`config.mk`:
```
export PLATFORM = sky130hd
export DESIGN_NAME = calendar_clock_with_tick_prescaler_top
export DESIGN_NICKNAME = d
export VERILOG_FILES = /design/src/hdl/cal_pkg.sv /design/src/hdl/cal_date_load.sv /design/src/hdl/calendar_clock_with_tick_prescaler_top.sv
export VERILOG_INCLUDE_DIRS = /design/src /design/src/hdl
export SDC_FILE = /design/constraint.sdc
export NUM_CORES = 1
export LEC_CHECK = 0
export BUFFER_PORTS_ARGS = -buffer_cell sky130_fd_sc_hd__buf_2
export CAP_MARGIN = 10
export CORE_MARGIN = 5
export CORE_UTILIZATION = 45
export DETAILED_ROUTE_END_ITERATION = 8
export SLEW_MARGIN = 0
export SYNTH_ARGS = -nofsm -noshare
export SYNTH_HDL_FRONTEND = slang
export SYNTH_HIERARCHICAL = 1
export SYNTH_SLANG_ARGS = --single-unit
```
`constraint.sdc`:
```
create_clock -name clk_i -period 12 [get_ports clk_i]
set_input_delay 2.4 -clock clk_i [delete_from_list [all_inputs] [get_ports clk_i]]
set_output_delay 2.4 -clock clk_i [all_outputs]
set_load 0.05 [all_outputs]
```
`src/hdl/calendar_clock_with_tick_prescaler_top_assert.svh`:
```
// assertion macros for the calendar clock block
`ifndef CALENDAR_CLOCK_WITH_TICK_PRESCALER_TOP_ASSERT_SVH
`define CALENDAR_CLOCK_WITH_TICK_PRESCALER_TOP_ASSERT_SVH

// same-cycle implication, checked out of reset
`define CAL_ASSERT_NOW(lbl, ante, cons) \
  lbl: assert property (@(posedge clk_i) disable iff (!rst_ni) (ante) |-> (cons)) \
    else $error("calendar clock check failed");

// next-cycle implication, checked out of reset
`define CAL_ASSERT_NEXT(lbl, ante, cons) \
  lbl: assert property (@(posedge clk_i) disable iff (!rst_ni) (ante) |=> (cons)) \
    else $error("calendar clock check failed");

`endif

```
`src/hdl/cal_pkg.sv`:
```
// shared types, constants and calendar functions for the calendar clock
package cal_pkg;

  localparam int unsigned CFG_W = 16;
  localparam int unsigned OUT_W = 112;

  localparam logic [15:0] TPS_RESET         = 16'd1000;
  localparam logic [13:0] START_YEAR_RESET  = 14'd2022;
  localparam logic [3:0]  START_MONTH_RESET = 4'd1;
  localparam logic [4:0]  START_DAY_RESET   = 5'd1;
  localparam logic [2:0]  WEEKDAY_RESET     = 3'd6;
  localparam logic [6:0]  YR_MOD100_RESET   = 7'd22;
  localparam logic [1:0]  CENT_MOD4_RESET   = 2'd0;
  localparam logic [13:0] YEAR_MAX          = 14'd9999;

  typedef enum logic [1:0] {
    REG_TPS   = 2'd0,
    REG_YEAR  = 2'd1,
    REG_MONTH = 2'd2,
    REG_DAY   = 2'd3
  } cfg_reg_e;

  // result of a date reload, handed from the loader to the counters
  typedef struct packed {
    logic        busy;
    logic        commit;
    logic [13:0] year;
    logic [3:0]  month;
    logic [4:0]  day;
    logic [2:0]  weekday;
    logic [6:0]  yr_mod100;
    logic [1:0]  cent_mod4;
  } date_load_t;

  function automatic logic is_leap(input logic [1:0] yr_mod4, input logic [6:0] yr_mod100,
                                   input logic [1:0] cent_mod4);
    logic leap;
    leap = (yr_mod4 == 2'd0) && ((yr_mod100 != 7'd0) || (cent_mod4 == 2'd0));
    return leap;
  endfunction

  function automatic logic [4:0] month_days(input logic [3:0] month, input logic leap);
    logic [4:0] n;
    case (month)
      4'd2:    n = leap ? 5'd29 : 5'd28;
      4'd4:    n = 5'd30;
      4'd6:    n = 5'd30;
      4'd9:    n = 5'd30;
      4'd11:   n = 5'd30;
      default: n = 5'd31;
    endcase
    return n;
  endfunction

  // 13 * (m + 1) / 5 with january and february counted as months 13 and 14
  function automatic logic [5:0] zeller_term(input logic [3:0] month);
    logic [5:0] t;
    case (month)
      4'd1:    t = 6'd36;
      4'd2:    t = 6'd39;
      4'd3:    t = 6'd10;
      4'd4:    t = 6'd13;
      4'd5:    t = 6'd15;
      4'd6:    t = 6'd18;
      4'd7:    t = 6'd20;
      4'd8:    t = 6'd23;
      4'd9:    t = 6'd26;
      4'd10:   t = 6'd28;
      4'd11:   t = 6'd31;
      4'd12:   t = 6'd33;
      default: t = 6'd36;
    endcase
    return t;
  endfunction

endpackage

```
`src/hdl/cal_date_load.sv`:
```
// start date registers and the pipeline that clamps a new date and finds its weekday
module cal_date_load (
  input  logic                      clk_i,
  input  logic                      rst_ni,
  input  logic                      cfg_we_i,
  input  logic [1:0]                cfg_idx_i,
  input  logic [cal_pkg::CFG_W-1:0] cfg_data_i,
  output cal_pkg::date_load_t       load_o
);
  import cal_pkg::*;

  logic [13:0] start_year_q;
  logic [3:0]  start_month_q;
  logic [4:0]  start_day_q;
  logic [2:0]  stage_q, stage_d;
  logic        date_wr;

  logic [13:0] s1_year_q, s1_year_d;
  logic [3:0]  s1_month_q, s1_month_d;
  logic [6:0]  s2_c_q, s2_yy_q;
  logic [26:0] s2_prod;
  logic [6:0]  s2_c_d;
  logic [13:0] s2_rem;
  logic [4:0]  s3_day_q, s3_day_d;
  logic [6:0]  s3_cz_q, s3_cz_d, s3_yz_q, s3_yz_d;
  logic [5:0]  s3_t_q;
  logic        s3_leap;
  logic [4:0]  s3_len;
  logic [8:0]  s4_w_q;
  logic [9:0]  s4_w_d;
  logic [17:0] s5_prod;
  logic [8:0]  s5_rem;
  logic [3:0]  s5_r;
  logic [2:0]  s5_wd;

  assign date_wr = cfg_we_i && ((cfg_idx_i == REG_YEAR) || (cfg_idx_i == REG_MONTH) ||
                                (cfg_idx_i == REG_DAY));

  always_ff @(posedge clk_i or negedge rst_ni) begin
    if (!rst_ni) begin
      start_year_q  <= START_YEAR_RESET;
      start_month_q <= START_MONTH_RESET;
      start_day_q   <= START_DAY_RESET;
    end else if (cfg_we_i) begin
      case (cfg_reg_e'(cfg_idx_i))
        REG_YEAR:  start_year_q  <= cfg_data_i[13:0];
        REG_MONTH: start_month_q <= cfg_data_i[3:0];
        REG_DAY:   start_day_q   <= cfg_data_i[4:0];
        default:   ;
      endcase
    end
  end

  // a date write restarts the pipeline, step 5 hands the result over
  always_comb begin
    if (date_wr) begin
      stage_d = 3'd1;
    end else if (stage_q == 3'd5) begin
      stage_d = 3'd0;
    end else if (stage_q != 3'd0) begin
      stage_d = stage_q + 3'd1;
    end else begin
      stage_d = 3'd0;
    end
  end

  always_ff @(posedge clk_i or negedge rst_ni) begin
    if (!rst_ni) begin
      stage_q <= 3'd0;
    end else begin
      stage_q <= stage_d;
    end
  end

  // step 1: clamp year and month
  always_comb begin
    s1_year_d = start_year_q;
    if (start_year_q == 14'd0) s1_year_d = 14'd1;
    if (start_year_q > YEAR_MAX) s1_year_d = YEAR_MAX;
    s1_month_d = start_month_q;
    if (start_month_q == 4'd0) s1_month_d = 4'd1;
    if (start_month_q > 4'd12) s1_month_d = 4'd12;
  end

  // step 2: century and year of century, divide by 100 through a reciprocal
  assign s2_prod = 27'(s1_year_q) * 27'd5243;
  assign s2_c_d  = s2_prod[25:19];
  assign s2_rem  = s1_year_q - 14'(s2_c_d) * 14'd100;

  // step 3: leap year, day clamp, zeller year shift for january and february
  assign s3_leap = is_leap(s1_year_q[1:0], s2_yy_q, s2_c_q[1:0]);
  assign s3_len  = month_days(s1_month_q, s3_leap);

  always_comb begin
    s3_day_d = start_day_q;
    if (start_day_q == 5'd0) s3_day_d = 5'd1;
    if (start_day_q > s3_len) s3_day_d = s3_len;
    s3_cz_d = s2_c_q;
    s3_yz_d = s2_yy_q;
    if (s1_month_q <= 4'd2) begin
      if (s2_yy_q == 7'd0) begin
        s3_yz_d = 7'd99;
        s3_cz_d = s2_c_q - 7'd1;
      end else begin
        s3_yz_d = s2_yy_q - 7'd1;
      end
    end
  end

  // step 4: zeller sum less one, offset by a multiple of seven to stay positive
  assign s4_w_d = 10'd181 + 10'(s3_cz_q >> 2) + 10'(s3_yz_q) + 10'(s3_yz_q >> 2) +
                  10'(s3_t_q) + 10'(s3_day_q) - 10'({s3_cz_q, 1'b0});

  // step 5: sum mod 7, reciprocal estimate is exact or one low
  assign s5_prod = 18'(s4_w_q) * 18'd292;
  assign s5_rem  = s4_w_q - 9'(s5_prod[17:11]) * 9'd7;
  assign s5_r    = (s5_rem[3:0] >= 4'd7) ? (s5_rem[3:0] - 4'd7) : s5_rem[3:0];
  assign s5_wd   = s5_r[2:0];

  always_ff @(posedge clk_i) begin
    if (stage_q == 3'd1) begin
      s1_year_q  <= s1_year_d;
      s1_month_q <= s1_month_d;
    end
    if (stage_q == 3'd2) begin
      s2_c_q  <= s2_c_d;
      s2_yy_q <= s2_rem[6:0];
    end
    if (stage_q == 3'd3) begin
      s3_day_q <= s3_day_d;
      s3_cz_q  <= s3_cz_d;
      s3_yz_q  <= s3_yz_d;
      s3_t_q   <= zeller_term(s1_month_q);
    end
    if (stage_q == 3'd4) begin
      s4_w_q <= s4_w_d[8:0];
    end
  end

  always_comb begin
    load_o.busy      = (stage_q != 3'd0);
    load_o.commit    = (stage_q == 3'd5);
    load_o.year      = s1_year_q;
    load_o.month     = s1_month_q;
    load_o.day       = s3_day_q;
    load_o.weekday   = s5_wd;
    load_o.yr_mod100 = s2_yy_q;
    load_o.cent_mod4 = s2_c_q[1:0];
  end

endmodule

```
`src/hdl/calendar_clock_with_tick_prescaler_top.sv`:
```
// top level of the calendar clock with millisecond tick prescaler
// usage:
//   input stream: one transaction per cycle at most, tdata bit 0 is the tick;
//   a tick advances the uptime and the prescaler, and every ticks_per_second
//   ticks one calendar second passes (time, weekday, day, month, year).
//   output stream: one transaction per input transaction carrying the state
//   after that tick, registered, so it shows in the cycle after acceptance.
//   throughput is one tick per cycle while no date load or stall holds it off;
//   the next input is taken in the same cycle that the waiting result is taken.
//   when the receiver stalls the result holds and s_axis_tready drops until
//   the output register is free.
//   config: a write to start_year, start_month or start_day reloads the date
//   and clears the time of day and the seconds stamp; the input is held off
//   while the load pipeline clamps the date and finds its weekday. a write to
//   ticks_per_second takes effect at once.
//   reset: 1 January 2022, a Saturday, 00:00:00, uptime zero, rate 1000.
`include "calendar_clock_with_tick_prescaler_top_assert.svh"

module calendar_clock_with_tick_prescaler_top (
  input  logic                        clk_i,
  input  logic                        rst_ni,
  input  logic                        s_axis_tvalid,
  output logic                        s_axis_tready,
  input  logic [7:0]                  s_axis_tdata,  // tick
  output logic                        m_axis_tvalid,
  input  logic                        m_axis_tready,
  // uptime_ms, seconds_count, second_strobe, second_now, minute_now, hour_now,
  // day_now, month_now, year_now, weekday_now
  output logic [cal_pkg::OUT_W-1:0]   m_axis_tdata,
  input  logic                        cfg_we_i,
  input  logic [1:0]                  cfg_idx_i,
  input  logic [cal_pkg::CFG_W-1:0]   cfg_data_i
);
  import cal_pkg::*;

  date_load_t  load;
  logic        accept;
  logic        tick;

  logic [15:0] tps_q;
  logic [15:0] presc_q, presc_d;
  logic [31:0] uptime_q, uptime_d;
  logic [31:0] elapsed_q, elapsed_d;
  logic [5:0]  sec_q, sec_d;
  logic [5:0]  min_q, min_d;
  logic [4:0]  hour_q, hour_d;
  logic [4:0]  day_q, day_d;
  logic [3:0]  month_q, month_d;
  logic [13:0] year_q, year_d;
  logic [2:0]  wday_q, wday_d;
  logic [6:0]  mod100_q, mod100_d;
  logic [1:0]  cent4_q, cent4_d;
  logic        strobe_d;

  logic [16:0] presc_inc;
  logic        leap_now;
  logic [4:0]  day_len;

  logic                 out_valid_q;
  logic [OUT_W-1:0]     out_data_q;

  cal_date_load u_date_load (
    .clk_i      (clk_i),
    .rst_ni     (rst_ni),
    .cfg_we_i   (cfg_we_i),
    .cfg_idx_i  (cfg_idx_i),
    .cfg_data_i (cfg_data_i),
    .load_o     (load)
  );

  assign s_axis_tready = !load.busy && (!out_valid_q || m_axis_tready);
  assign accept        = s_axis_tvalid && s_axis_tready;
  assign tick          = s_axis_tdata[0];

  assign presc_inc = {1'b0, presc_q} + 17'd1;
  assign leap_now  = is_leap(year_q[1:0], mod100_q, cent4_q);
  assign day_len   = month_days(month_q, leap_now);

  always_ff @(posedge clk_i or negedge rst_ni) begin
    if (!rst_ni) begin
      tps_q <= TPS_RESET;
    end else if (cfg_we_i && (cfg_idx_i == REG_TPS)) begin
      tps_q <= cfg_data_i;
    end
  end

  always_comb begin
    presc_d   = presc_q;
    uptime_d  = uptime_q;
    elapsed_d = elapsed_q;
    sec_d     = sec_q;
    min_d     = min_q;
    hour_d    = hour_q;
    day_d     = day_q;
    month_d   = month_q;
    year_d    = year_q;
    wday_d    = wday_q;
    mod100_d  = mod100_q;
    cent4_d   = cent4_q;
    strobe_d  = 1'b0;
    if (load.commit) begin
      presc_d   = '0;
      elapsed_d = '0;
      sec_d     = '0;
      min_d     = '0;
      hour_d    = '0;
      day_d     = load.day;
      month_d   = load.month;
      year_d    = load.year;
      wday_d    = load.weekday;
      mod100_d  = load.yr_mod100;
      cent4_d   = load.cent_mod4;
    end else if (accept && tick) begin
      uptime_d = uptime_q + 32'd1;
      presc_d  = presc_inc[15:0];
      if (presc_inc >= {1'b0, tps_q}) begin
        presc_d   = '0;
        strobe_d  = 1'b1;
        elapsed_d = elapsed_q + 32'd1;
        // carry ripples from seconds up to the year
        if (sec_q < 6'd59) begin
          sec_d = sec_q + 6'd1;
        end else begin
          sec_d = '0;
          if (min_q < 6'd59) begin
            min_d = min_q + 6'd1;
          end else begin
            min_d = '0;
            if (hour_q < 5'd23) begin
              hour_d = hour_q + 5'd1;
            end else begin
              hour_d = '0;
              wday_d = (wday_q >= 3'd6) ? 3'd0 : wday_q + 3'd1;
              if (day_q < day_len) begin
                day_d = day_q + 5'd1;
              end else begin
                day_d = 5'd1;
                if (month_q < 4'd12) begin
                  month_d = month_q + 4'd1;
                end else begin
                  month_d = 4'd1;
                  if (year_q < YEAR_MAX) begin
                    year_d = year_q + 14'd1;
                    if (mod100_q == 7'd99) begin
                      mod100_d = '0;
                      cent4_d  = cent4_q + 2'd1;
                    end else begin
                      mod100_d = mod100_q + 7'd1;
                    end
                  end
                end
              end
            end
          end
        end
      end
    end
  end

  always_ff @(posedge clk_i or negedge rst_ni) begin
    if (!rst_ni) begin
      presc_q   <= '0;
      uptime_q  <= '0;
      elapsed_q <= '0;
      sec_q     <= '0;
      min_q     <= '0;
      hour_q    <= '0;
      day_q     <= START_DAY_RESET;
      month_q   <= START_MONTH_RESET;
      year_q    <= START_YEAR_RESET;
      wday_q    <= WEEKDAY_RESET;
      mod100_q  <= YR_MOD100_RESET;
      cent4_q   <= CENT_MOD4_RESET;
    end else begin
      presc_q   <= presc_d;
      uptime_q  <= uptime_d;
      elapsed_q <= elapsed_d;
      sec_q     <= sec_d;
      min_q     <= min_d;
      hour_q    <= hour_d;
      day_q     <= day_d;
      month_q   <= month_d;
      year_q    <= year_d;
      wday_q    <= wday_d;
      mod100_q  <= mod100_d;
      cent4_q   <= cent4_d;
    end
  end

  always_ff @(posedge clk_i or negedge rst_ni) begin
    if (!rst_ni) begin
      out_valid_q <= 1'b0;
    end else if (accept) begin
      out_valid_q <= 1'b1;
    end else if (m_axis_tready) begin
      out_valid_q <= 1'b0;
    end
  end

  always_ff @(posedge clk_i) begin
    if (accept) begin
      out_data_q <= {4'd0, wday_d, year_d, month_d, day_d, hour_d, min_d, sec_d,
                     strobe_d, elapsed_d, uptime_d};
    end
  end

  assign m_axis_tvalid = out_valid_q;
  assign m_axis_tdata  = out_data_q;

  `CAL_ASSERT_NOW(a_no_accept_during_load, load.busy, !s_axis_tready)
  `CAL_ASSERT_NOW(a_time_of_day_range, 1'b1, (sec_q <= 6'd59) && (min_q <= 6'd59) && (hour_q <= 5'd23))
  `CAL_ASSERT_NOW(a_day_in_month, 1'b1, (day_q >= 5'd1) && (day_q <= day_len))
  `CAL_ASSERT_NEXT(a_strobe_counts_second, accept && strobe_d, elapsed_q == $past(elapsed_q) + 32'd1)

endmodule

```
==> run metrics <==
post-synthesis sequential area ratio 0.4685; Rows 78; worst-skew pair later-pin latency 0.53 ns; IO buf count 133; setup bufs post-CTS 0; Initial DRC Count 843; CTS tree yes; post-synthesis cell area about 21000 um^2; DR pass1 iterations 5; worst slew pin tran around 1.1 ns; placed cells 2477; fillcell total 4044; cell count after synthesis 1785; share of layout cells above drive strength 1 0.1480; DP HPWL between 30000 and 40000 um; clk slew on worst S/H paths 0.06 ns; Die H 223.9 um; CP Launch Type register; GP Congestion between 0.8 and 0.9; worst endpoint data arrival time between 7 and 8 ns; Min Hold Slack 0.4790 ns; Synth area leader edfxtp_1; syn avg cell area 11.53 um^2; post-route cell area 23030 um^2; final WL roughly 45000 um; fmax around 0.15 GHz; die area 50110 um^2; crit end category register; Final nets 2231; Via Count between 10000 and 15000; remaining antenna violation count 0; vias per inst around 5.3; worst rel slew slack 0.2444; hold_buf cts 0; Ys Warns 6; Post-synth EDFFs 174; grt total ovfl 0; setup tns final 0 ns; maximum buffer depth of the clock tree 3; first-pass GRT wire length 73430 um; final critical-path required period 6.749 ns; Final Cycle Share 0.5624; max-slew violation count 0; Post-CTS Resized 0; flops & latches, synth 349; DRC Markers 0; Root Driver clkbuf_16; number of max-cap violations 0; status finished clean; Hold Violations, Final 0; endpoints failing setup 0; core area 45280 um^2; TritonCTS Buffers 37; initial antenna violation count 0; Synth area leaders edfxtp_1, dfrtp_1, ha_1; Synth top area share 0.2539; Tot GR Track Use 0.1792; clock sinks 349; Post-Layout Cell Count 2546; io pins roughly 150; asr flop ratio synth 0.5014; Max Fanout on Critical Path 7; WP data required approximately 12 ns; P&R area growth vs syn 11.92%; RSZ-0062 raised after global routing false; Setup Crit Path Kind register to register; number of H-tree levels 2; Antenna Cells 0; DR WL/cell 17.65 um; post-synthesis cell type count 86; worst hold path class register to register; primary flip-flop cell chosen by synthesis mapping edfxtp_1; worst clock skew 0.01234 ns; Post-DP Area 21860 um^2; die width 223.9 um; number of global-route vias before repair 13860; pin count of the biggest net entering global routing slightly above 70; Initial Util 0.4545
layer usage:
metal | vias up | wire, um | global-route usage
met3 | 52 | 2087 | 0.03066
met1 | 6649 | 20480 | 0.2506
met4 | 0 | 762 | 0.04032
met2 | 247 | 21620 | 0.2959
li1 | 6520 | - | -
met5 | - | 0 | 0
cells in the mapped netlist (4+ instances only):
cell type,number
nor3b_1,7
nand2_1,137
nand3b_1,8
o22ai_1,5
a2bb2oi_1,6
buf_4,9
a21o_1,17
inv_1,213
nor4_1,12
o21ai_0,71
xnor2_1,79
a21oi_1,68
or4_1,8
and2_1,16
o31ai_1,6
nor3_1,33
mux2i_1,7
nor4b_1,5
nand2b_1,12
xor2_1,37
clkbuf_1,42
mux2_2,31
nand4_1,32
and4_1,7
dfrtp_1,144
nor2_1,59
dfstp_2,31
a32o_1,14
or3_1,21
ha_1,197
fa_1,86
nand3_1,57
edfxtp_1,174
nor2b_1,10
or2_2,4
a31oi_1,10
and3_1,26
o211ai_1,5
stage by stage:
step,util,setup slack [ns]
after floorplan,-,5.725
after global placement,0.4827,5.210
after detailed placement,0.4827,5.232
after CTS,0.5085,5.199
after global routing,0.5087,4.947
final,0.5087,5.251
state kept, by name, summed over array words and instances, names as in the netlist, 14 cells and up:
signal                    flops
elapsed_q                    32
u_date_load/start_year_q     14
u_date_load/s1_year_q        14
tps_q                        16
presc_q                      16
uptime_q                     32
year_q                       14
m_axis_tdata                108
placed cells by master (no fill, tap or decap), drive strengths merged, types with 16 or more instances in the layout:
cell      n
a21o     17
a21oi    69
and2     16
and3     26
buf     147
clkbuf   58
dfrtp   144
dfstp    31
edfxtp  174
fa       86
ha      197
inv     214
mux2     32
nand2   138
nand3    57
nand4    33
nor2     59
nor3     35
o21ai    73
or3      21
xnor2    79
xor2     37
layout make-up:
class | instances | area, um^2 | share of cell area
tap | 600 | 750.7 | 0.03259
timing repair buffer | 147 | 777.0 | 0.03373
clock inverter | 10 | 58.81 | 0.002553
clock buffer | 58 | 1109 | 0.04813
sequential | 349 | 9643 | 0.4186
inverter | 214 | 804.5 | 0.03493
multi-input combinational | 1168 | 9892 | 0.4294
kinds of logic after synthesis:
logic type               share of synthesized area
flip-flops                                  0.4685
AO/OA/AOI/OAI                              0.07916
AND/OR/NAND/NOR                             0.1185
other                                    0.0001822
adder cells (fa/ha/maj)                     0.2034
XOR/XNOR                                   0.05380
multiplexers                               0.02420
buffers and inverters                      0.05222
critical path, cell delays in order, from the launching register on:
cell and delay, ns:
edfxtp_1 0.60, ha_1 0.43, fa_1 0.56, fa_1 0.45, fa_1 0.49, inv_1 0.06
fa_1 0.54, inv_1 0.04, ha_1 0.30, a21o_1 0.16, a211o_1 0.29, a221oi_1 0.53
a31oi_1 0.16, or2_1 0.32, xor2_1 0.18, ha_1 0.28, inv_1 0.04, ha_1 0.29
a21oi_1 0.17, xnor2_1 0.14, xnor3_1 0.24, xnor3_1 0.20
final timing paths:
path / cells after the start / slack, ns / to / startpoint
worst max-delay path: 21 / 5.25 / u_date_load/s2_yy_q[6] / u_date_load/s1_year_q[10]
worst min-delay path: 1 / 0.48 / uptime_q[31] / uptime_q[31]
worst max register to register: 21 / 5.25 / u_date_load/s2_yy_q[6] / u_date_load/s1_year_q[10]
worst min register to register: 1 / 0.48 / uptime_q[31] / uptime_q[31]
max in group asynchronous: 3 / 8.18 / year_q[4] / rst_ni
min in group asynchronous: 1 / 1.82 / elapsed_q[23] / rst_ni
Power is not shown: default switching activity piles up to over one toggle a cycle in this logic, so the estimate is an artifact.
